--- config.mk ---
export PLATFORM = sky130hd
export DESIGN_NAME = affinity_core_assigner_core
export DESIGN_NICKNAME = d
export VERILOG_FILES = /design/src/design/aca_pkg.sv /design/src/design/aca_ctrl.sv /design/src/design/aca_dp.sv /design/src/design/affinity_core_assigner_core.sv
export SDC_FILE = /design/constraint.sdc
export NUM_CORES = 1
export LEC_CHECK = 0
export BUFFER_PORTS_ARGS = -buffer_cell sky130_fd_sc_hd__buf_2
export CORE_UTILIZATION = 60
export DETAILED_ROUTE_END_ITERATION = 10
export HOLD_SLACK_MARGIN = 0.1
export PLACE_DENSITY_LB_ADDON = 0.2
export SKIP_CTS_REPAIR_TIMING = 1
export SLEW_MARGIN = 30
export SYNTH_ARGS = -nofsm -noshare
export SYNTH_HDL_FRONTEND = slang
export SYNTH_SLANG_ARGS = --single-unit
--- constraint.sdc ---
create_clock -name aclk -period 6.8 [get_ports aclk]
set_clock_uncertainty 0.2 [all_clocks]
set_input_delay 1.36 -clock aclk [delete_from_list [all_inputs] [get_ports aclk]]
set_output_delay 1.36 -clock aclk [all_outputs]
set_load 0.01 [all_outputs]
--- src/design/aca_pkg.sv ---
// Shared constants and controller/datapath interface types for the core assigner.
package aca_pkg;

    // Fixed field widths of the stream words
    localparam int JOB_W      = 8;
    localparam int PREV_W     = 3;
    localparam int CORE_NUM_W = 3;
    localparam int S_TDATA_W  = 16;
    localparam int M_TDATA_W  = 16;
    localparam int M_TUSER_W  = 2;

    // Bit positions in s_tdata
    localparam int S_RUN_BIT  = JOB_W;
    localparam int S_HASP_BIT = JOB_W + 1;
    localparam int S_PREV_LSB = JOB_W + 2;

    // Bit positions in m_tuser
    localparam int M_BUSY_BIT = 0;
    localparam int M_OVF_BIT  = 1;

    typedef struct packed {
        logic load;     // store the accepted input word
        logic clear;    // empty every core
        logic pass1;    // put a running job back on its core
        logic pass2;    // place one remaining job
        logic emit;     // load the output register with one core result
        logic finish;   // drop the set
    } cmd_t;

    typedef struct packed {
        logic ovf_pending;  // set already overflowed, or this word overflows it
        logic last_step;    // step index points at the final stored job
        logic out_free;     // output register can take a new word
    } stat_t;

endpackage

--- src/design/aca_ctrl.sv ---
// Controller state machine: load, two placement passes, per-core emit.
module aca_ctrl
    import aca_pkg::*;
#(
    parameter int NUM_CORES = 8,
    parameter int CW        = 3
) (
    input  logic          aclk,
    input  logic          aresetn,
    input  logic          s_tvalid,
    output logic          s_tready,
    input  logic          s_tlast,
    input  stat_t         stat,
    output cmd_t          cmd,
    output logic [CW-1:0] step_idx,
    output logic [CW-1:0] core_idx
);

    localparam logic [1:0] ST_LOAD  = 2'd0;
    localparam logic [1:0] ST_PASS1 = 2'd1;
    localparam logic [1:0] ST_PASS2 = 2'd2;
    localparam logic [1:0] ST_EMIT  = 2'd3;

    logic [1:0]    state_reg, state_next;
    logic [CW-1:0] i_reg, i_next;
    logic [CW-1:0] c_reg, c_next;
    logic          accept;

    assign s_tready = (state_reg == ST_LOAD);
    assign accept   = s_tvalid && s_tready;
    assign step_idx = i_reg;
    assign core_idx = c_reg;

    always_comb begin
        state_next = state_reg;
        i_next     = i_reg;
        c_next     = c_reg;
        cmd        = '0;
        unique case (state_reg)
            ST_LOAD: begin
                if (accept) begin
                    cmd.load = 1'b1;
                    if (s_tlast) begin
                        cmd.clear = 1'b1;
                        i_next    = '0;
                        c_next    = '0;
                        state_next = stat.ovf_pending ? ST_EMIT : ST_PASS1;
                    end
                end
            end
            ST_PASS1: begin
                cmd.pass1 = 1'b1;
                if (stat.last_step) begin
                    i_next     = '0;
                    state_next = ST_PASS2;
                end else begin
                    i_next = i_reg + CW'(1);
                end
            end
            ST_PASS2: begin
                cmd.pass2 = 1'b1;
                if (stat.last_step) begin
                    c_next     = '0;
                    state_next = ST_EMIT;
                end else begin
                    i_next = i_reg + CW'(1);
                end
            end
            ST_EMIT: begin
                if (stat.out_free) begin
                    cmd.emit = 1'b1;
                    if (c_reg == CW'(NUM_CORES - 1)) begin
                        cmd.finish = 1'b1;
                        state_next = ST_LOAD;
                    end else begin
                        c_next = c_reg + CW'(1);
                    end
                end
            end
            default: state_next = ST_LOAD;
        endcase
    end

    always_ff @(posedge aclk) begin
        if (!aresetn) begin
            state_reg <= ST_LOAD;
            i_reg     <= '0;
            c_reg     <= '0;
        end else begin
            state_reg <= state_next;
            i_reg     <= i_next;
            c_reg     <= c_next;
        end
    end

endmodule

--- src/design/aca_dp.sv ---
// Datapath: sorted job buffer, core table, and the result output register.
module aca_dp
    import aca_pkg::*;
#(
    parameter int NUM_CORES   = 8,
    parameter int JOB_ID_BITS = 8,
    parameter int CW          = 3,
    parameter int CNW         = 4
) (
    input  logic                 aclk,
    input  logic                 aresetn,
    input  cmd_t                 cmd,
    input  logic [CW-1:0]        step_idx,
    input  logic [CW-1:0]        core_idx,
    input  logic [S_TDATA_W-1:0] s_tdata,
    output stat_t                stat,
    output logic                 m_tvalid,
    input  logic                 m_tready,
    output logic [M_TDATA_W-1:0] m_tdata,
    output logic [M_TUSER_W-1:0] m_tuser,
    output logic                 m_tlast
);

    typedef struct packed {
        logic [JOB_ID_BITS-1:0] id;
        logic                   run;
        logic                   hasp;
        logic [PREV_W-1:0]      prev;
    } entry_t;

    entry_t                 jbuf_reg [NUM_CORES];
    logic [CNW-1:0]         count_reg;
    logic                   ovf_reg;
    logic [NUM_CORES-1:0]   busy_reg;
    logic [NUM_CORES-1:0]   pin_reg;
    logic [JOB_ID_BITS-1:0] occ_reg [NUM_CORES];

    entry_t               new_e;
    entry_t               src [NUM_CORES];
    logic [NUM_CORES-1:0] gt;
    logic [NUM_CORES-1:0] wr;
    logic                 full;

    // ---------------- insertion into the sorted buffer ----------------
    assign new_e.id   = JOB_ID_BITS'(s_tdata[JOB_W-1:0]);
    assign new_e.run  = s_tdata[S_RUN_BIT];
    assign new_e.hasp = s_tdata[S_HASP_BIT];
    assign new_e.prev = s_tdata[S_PREV_LSB +: PREV_W];

    assign full = (count_reg == CNW'(NUM_CORES));

    for (genvar k = 0; k < NUM_CORES; k++) begin : g_ins
        assign gt[k] = (CNW'(k) < count_reg) && (jbuf_reg[k].id > new_e.id);
        assign wr[k] = cmd.load && !full && (gt[k] || (CNW'(k) == count_reg));
        if (k == 0) begin : g_first
            assign src[k] = new_e;
        end else begin : g_rest
            // shift up one slot behind the insertion point
            assign src[k] = gt[k-1] ? jbuf_reg[k-1] : new_e;
        end
    end

    always_ff @(posedge aclk) begin
        for (int k = 0; k < NUM_CORES; k++) begin
            if (wr[k]) begin
                jbuf_reg[k] <= src[k];
            end
        end
    end

    always_ff @(posedge aclk) begin
        if (!aresetn) begin
            count_reg <= '0;
            ovf_reg   <= 1'b0;
        end else if (cmd.finish) begin
            count_reg <= '0;
            ovf_reg   <= 1'b0;
        end else if (cmd.load) begin
            if (full) begin
                ovf_reg <= 1'b1;
            end else begin
                count_reg <= count_reg + CNW'(1);
            end
        end
    end

    // ---------------- placement passes ----------------
    entry_t                 cur;
    logic                   hv;
    logic [CW-1:0]          pc;
    logic [CW-1:0]          lo_idx;
    logic                   lo_found;
    logic                   wa_en, wb_en;
    logic [CW-1:0]          wa_idx, wb_idx;
    logic [JOB_ID_BITS-1:0] wa_id, wb_id;

    assign cur = jbuf_reg[step_idx];
    assign hv  = cur.hasp && (int'(cur.prev) < NUM_CORES);
    assign pc  = CW'(cur.prev);

    // lowest empty core
    always_comb begin
        lo_idx   = '0;
        lo_found = 1'b0;
        for (int k = NUM_CORES - 1; k >= 0; k--) begin
            if (!busy_reg[k]) begin
                lo_idx   = CW'(k);
                lo_found = 1'b1;
            end
        end
    end

    // port a writes a job onto its own core (pinned), port b onto the lowest empty core
    always_comb begin
        wa_en  = 1'b0;
        wa_idx = pc;
        wa_id  = cur.id;
        wb_en  = 1'b0;
        wb_idx = lo_idx;
        wb_id  = cur.id;
        if (cmd.pass1) begin
            wa_en = cur.run && hv;
        end else if (cmd.pass2 && !(cur.run && hv)) begin
            priority if (hv && !busy_reg[pc]) begin
                wa_en = 1'b1;
            end else if (hv && !pin_reg[pc]) begin
                // swap: displaced occupant moves to the lowest empty core
                wa_en = 1'b1;
                wb_en = lo_found;
                wb_id = occ_reg[pc];
            end else begin
                wb_en = lo_found;
            end
        end
    end

    always_ff @(posedge aclk) begin
        if (!aresetn) begin
            busy_reg <= '0;
        end else if (cmd.clear) begin
            busy_reg <= '0;
        end else begin
            if (wa_en) begin
                busy_reg[wa_idx] <= 1'b1;
            end
            if (wb_en) begin
                busy_reg[wb_idx] <= 1'b1;
            end
        end
    end

    always_ff @(posedge aclk) begin
        if (wa_en) begin
            occ_reg[wa_idx] <= wa_id;
            pin_reg[wa_idx] <= 1'b1;
        end
        if (wb_en) begin
            occ_reg[wb_idx] <= wb_id;
            pin_reg[wb_idx] <= 1'b0;
        end
    end

    // ---------------- output register ----------------
    logic                  m_tvalid_reg;
    logic [CORE_NUM_W-1:0] o_core_reg;
    logic                  o_busy_reg;
    logic [JOB_W-1:0]      o_job_reg;
    logic                  o_ovf_reg;
    logic                  o_last_reg;
    logic                  busy_now;

    assign busy_now = !ovf_reg && busy_reg[core_idx];

    always_ff @(posedge aclk) begin
        if (!aresetn) begin
            m_tvalid_reg <= 1'b0;
        end else if (cmd.emit) begin
            m_tvalid_reg <= 1'b1;
        end else if (m_tready) begin
            m_tvalid_reg <= 1'b0;
        end
    end

    always_ff @(posedge aclk) begin
        if (cmd.emit) begin
            o_core_reg <= CORE_NUM_W'(core_idx);
            o_busy_reg <= busy_now;
            o_job_reg  <= busy_now ? JOB_W'(occ_reg[core_idx]) : '0;
            o_ovf_reg  <= ovf_reg;
            o_last_reg <= (core_idx == CW'(NUM_CORES - 1));
        end
    end

    assign m_tvalid = m_tvalid_reg;
    assign m_tdata  = M_TDATA_W'({o_job_reg, o_core_reg});
    assign m_tuser  = {o_ovf_reg, o_busy_reg};
    assign m_tlast  = o_last_reg;

    // ---------------- status ----------------
    assign stat.ovf_pending = ovf_reg || full;
    assign stat.last_step   = ((CNW'(step_idx) + CNW'(1)) == count_reg);
    assign stat.out_free    = !m_tvalid_reg || m_tready;

endmodule

--- src/design/affinity_core_assigner_core.sv ---
// Top level of the affinity-aware core assigner.
//
// Input stream: one word per chosen job; s_tlast marks the final job of a set.
// Jobs are inserted into an index-sorted buffer as they arrive, one word per
// cycle. After the last word the block walks the stored jobs twice, one job per
// cycle: first putting running jobs back on their own cores, then placing the
// rest on their previous core, swapping out an unpinned occupant, or on the
// lowest empty core. It then emits NUM_CORES result words, lowest core first,
// with m_tlast on the final core.
// Both passes use the single shared placement step, and results leave one core
// at a time through the output register.
// More than NUM_CORES jobs in a set skips the passes: every result then shows
// overflow with no core busy.
// s_tready is low from the last input word until the final result of the set
// has been loaded into the output register; the output register holds its word
// while m_tready is low, and emission simply waits.
// Reset (aresetn low, synchronous) empties the set and the core table and
// drops any pending result word.
module affinity_core_assigner_core
    import aca_pkg::*;
#(
    parameter int NUM_CORES   = 8,
    parameter int JOB_ID_BITS = 8
) (
    input  logic                 aclk,
    input  logic                 aresetn,
    input  logic                 s_tvalid,
    output logic                 s_tready,
    // [7:0] job_index, [8] is_running, [9] has_home, [12:10] home_core
    input  logic [S_TDATA_W-1:0] s_tdata,
    input  logic                 s_tlast,
    output logic                 m_tvalid,
    input  logic                 m_tready,
    // [2:0] core_number, [10:3] assigned_job
    output logic [M_TDATA_W-1:0] m_tdata,
    // [0] core_busy, [1] overflow
    output logic [M_TUSER_W-1:0] m_tuser,
    output logic                 m_tlast
);

    localparam int CW  = (NUM_CORES > 1) ? $clog2(NUM_CORES) : 1;
    localparam int CNW = $clog2(NUM_CORES + 1);

    cmd_t          cmd;
    stat_t         stat;
    logic [CW-1:0] step_idx;
    logic [CW-1:0] core_idx;

    aca_ctrl #(
        .NUM_CORES (NUM_CORES),
        .CW        (CW)
    ) u_ctrl (
        .aclk     (aclk),
        .aresetn  (aresetn),
        .s_tvalid (s_tvalid),
        .s_tready (s_tready),
        .s_tlast  (s_tlast),
        .stat     (stat),
        .cmd      (cmd),
        .step_idx (step_idx),
        .core_idx (core_idx)
    );

    aca_dp #(
        .NUM_CORES   (NUM_CORES),
        .JOB_ID_BITS (JOB_ID_BITS),
        .CW          (CW),
        .CNW         (CNW)
    ) u_dp (
        .aclk     (aclk),
        .aresetn  (aresetn),
        .cmd      (cmd),
        .step_idx (step_idx),
        .core_idx (core_idx),
        .s_tdata  (s_tdata),
        .stat     (stat),
        .m_tvalid (m_tvalid),
        .m_tready (m_tready),
        .m_tdata  (m_tdata),
        .m_tuser  (m_tuser),
        .m_tlast  (m_tlast)
    );

`ifndef NO_ASSERTIONS
    // an overflowed set never reports a busy core
    a_ovf_not_busy: assert property (@(posedge aclk) disable iff (!aresetn)
        m_tvalid && m_tuser[M_OVF_BIT] |-> !m_tuser[M_BUSY_BIT])
        else $error("overflow word reports a busy core");

    // the final result word describes the highest core
    a_last_core: assert property (@(posedge aclk) disable iff (!aresetn)
        m_tvalid && m_tlast |-> m_tdata[CORE_NUM_W-1:0] == CORE_NUM_W'(NUM_CORES - 1))
        else $error("last word carries wrong core number");

    // input closes after the final job of a set
    a_close_input: assert property (@(posedge aclk) disable iff (!aresetn)
        s_tvalid && s_tready && s_tlast |=> !s_tready)
        else $error("input still open after final job");
`endif

endmodule

==> flow_summary.yaml <==
status:
  status: "finished, final reports clean"
layout:
  fin_area_sq_um: 13920
  regArea_sq_um: 6127
  nFillCells: 1506
  multiInputGateArea_sq_um: 6207
  post_layout_nonfiller_instances: 1332
  n_antenna_cell: 0
  final_layout_size_suffix_gt1_share_pct: 22.32
  area_growth_pct: 10.09
  largest_reg_flops: 104
  final_util_pct: 68.15
  layout.nets: 1139
sta:
  maxSlewHeadroom_pct: 36.09
  hold_viol_final: 0
  tns_ns: 0
  fin_crit_sh_pct: 72.43
  max_freq_ghz: 0.2030
  setup_viol: 0
  drv_slew: 0
  worst_pin_slew_ns: 0.9320
  setup_ws_ns: 1.875
  layout_min_cycle_time_ns: 4.925
  rsz0062_at_grt: "no"
global_routing:
  first_global_vias: 8243
  antenna_found_initial: 0
  overflow: 0
  grt_max_degree: 39
  grtUsageTotal_pct: 28.62
  grt_pass1_wl_mm: 47.14
run:
  maxCapViolations: 0
power:
  power_frac_comb_pct: 26.0
  power.share.switching_pct: 30.42
  cellPowerDensity_nw_per_um2: 290.4
  power_frac_seq_pct: 41.4
  power.internal_mw: 2.813
  p_clk_share_pct: 32.6
  switchingPower_mw: 1.230
  p_leak_nw: 4.913
  ir_drop_mv: 0.2077
worst_hold_path:
  hold_path.class: "register to register"
  min_delay_path_depth: 0
placement:
  dp_hpwl_mm: 20.94
  pre_cts_slack_ns: 1.929
  placed_cells_incl_taps: 1288
  io_buffers: 33
  placed_cell_area_sq_um: 13120
  gp_congestion: 0.8765
synthesis:
  ys_warn_count: 0
  synthTopCellsByArea: "edfxtp_1 (43%), mux4_2 (7.7%), ha_1 (7.3%)"
  asyncSetResetFlopFracSynth_pct: 0
  syn_area_sq_um: 12650
  syn_area_per_cell_sq_um: 12.52
  yosysUniqueCellTypes: 63
  synth_top_area_share_pct: 43.21
  synth_most_common_cell: "edfxtp_1"
  ys_seq_area_share_pct: 48.44
  synth_edf_count: 182
  netlist_top_cells_count: "edfxtp_1 (182), mux2i_1 (85), mux2_2 (80), nand2_1 (75), ha_1 (74)"
  ys_seq_elements: 215
  ys.flop_type: "edfxtp_1"
  synthCells: 1010
  synth_top_area_cell: "edfxtp_1"
worst_setup_path:
  slowest_stage: "mux4_2"
  crit_path_end_kind: "register"
  r2r_cells: 7
  critical_path_required_ns: 6.87
  start_kind: "register"
  critPathArrivalTime_ns: 4.99
  crit_chain: "mux4_2, mux2i_1, a22oi_1, nand3_1, nand2b_1, nor3_4, mux2_1"
  crit_fanout: 38
  crit_type: "register to register"
  critPathMaxStageDelay_ns: 1.02
floorplanning:
  dieWidth_microns: 147.2
  initial_utilization_pct: 61.91
  core_area_sq_um: 20430
  std_cell_rows: 52
  ios: 42
  die_height_microns: 147.2
  dieArea_sq_um: 21660
route:
  avgRoutedWirePerCell_microns: 22.81
  drcViolationCount: 0
  drtPass1Iterations: 5
  wl_mm: 30.38
  vias: 8536
  ant_nets: 0
  via_per_inst: 6.408
  drtIter0Drc: 658
cts:
  cts_made_buffers: 24
  cts_root_buf: "clkbuf_16"
  tritoncts: "done"
  cts_buffer_depth: 3
  clock_latency_ns: 0.52
  clk_pin_slew_ns: 0.06
  htreeDepth: 1
  cts_sinks: 215
## per-stage QoR
stage	power [mW]	hold WS (ns)
2_1_floorplan	2.440	0.2208
3_3_place_gp	2.708	0.2138
3_5_place_dp	2.739	0.2246
4_1_cts	4.050	0.2399
5_1_grt	4.225	0.2565
6_report	4.043	0.2408
## routing by layer
metal  track usage, %  wire [microns]
met1            41.48           13420
met2            44.72           13950
met3            4.193            2177
met4            8.814             830
met5                0               0
## logic make-up after synthesis
logic type / count (synthesis) / share of synthesized area, %
xor gates and xnor gates: 7 / 0.4848
and+or+nand+nor: 226 / 9.102
muxes: 223 / 22.95
other: 1 / 0.02965
AOI/OAI and AO/OA: 183 / 8.914
adders and majority gates: 74 / 7.321
buffers and inverters: 81 / 2.760
DFF: 215 / 48.44
## layout make-up
class / instances / area share (%)
well taps: 270 / 2.426
clock inverters: 7 / 0.6021
multi-input cells: 718 / 44.58
repair buffers: 56 / 2.426
flip-flops and latches: 215 / 44.01
clock buffers: 37 / 5.176
inverters: 29 / 0.7818
## placed cells by master (no fill, tap or decap), types with 5 or more instances in the layout
master | Yosys | routed
edfxtp_1 | 182 | 182
mux2i_1 | 85 | 85
mux2_2 | 80 | 80
nand2_1 | 75 | 75
ha_1 | 74 | 74
o21ai_0 | 54 | 54
a21oi_1 | 53 | 53
nor2_1 | 47 | 47
mux4_2 | 43 | 43
buf_2 | 6 | 33
dfxtp_1 | 33 | 32
inv_1 | 29 | 29
clkbuf_16 | 0 | 25
buf_4 | 10 | 23
nand3_1 | 17 | 17
nand2b_1 | 16 | 16
a21o_1 | 16 | 16
nor2b_1 | 16 | 15
mux2_1 | 13 | 13
o21a_1 | 12 | 12
nand4_1 | 11 | 11
nor3_1 | 9 | 9
clkbuf_1 | 29 | 7
or2_2 | 6 | 6
a21boi_0 | 7 | 6
a211oi_1 | 5 | 5
and2_1 | 5 | 5
nor2_4 | 5 | 5
conb_1 | 1 | 5
clkbuf_8 | 0 | 5
## critical path: cells and delay by family (launching register included)
kind | cells | cell delay [ns]
compound gates | 1 | 0.31
flops | 1 | 0.96
mux | 3 | 1.60
simple gates | 3 | 1.59
## path summary, 6_finish.rpt
kind                      start                 end  slack, ns
min reg2reg  u_ctrl.core_idx[0]  u_dp.o_core_reg[0]       0.24
max                    register  u_dp.occ_reg[3][3]       1.87
min          u_ctrl.core_idx[0]  u_dp.o_core_reg[0]       0.24
max reg2reg            register  u_dp.occ_reg[3][3]       1.87
## power groups by stage
stage                     Combinational (mW)  Sequential, mW  Clock, mW
final                                   1.05            1.67       1.32
after global routing                    1.16            1.69       1.38
after CTS                               1.05            1.67       1.33
after detailed placement                1.04            1.70          0
after global placement                  1.01            1.70          0
after floorplan                        0.773            1.67          0
(Power assumes the default switching activity.)
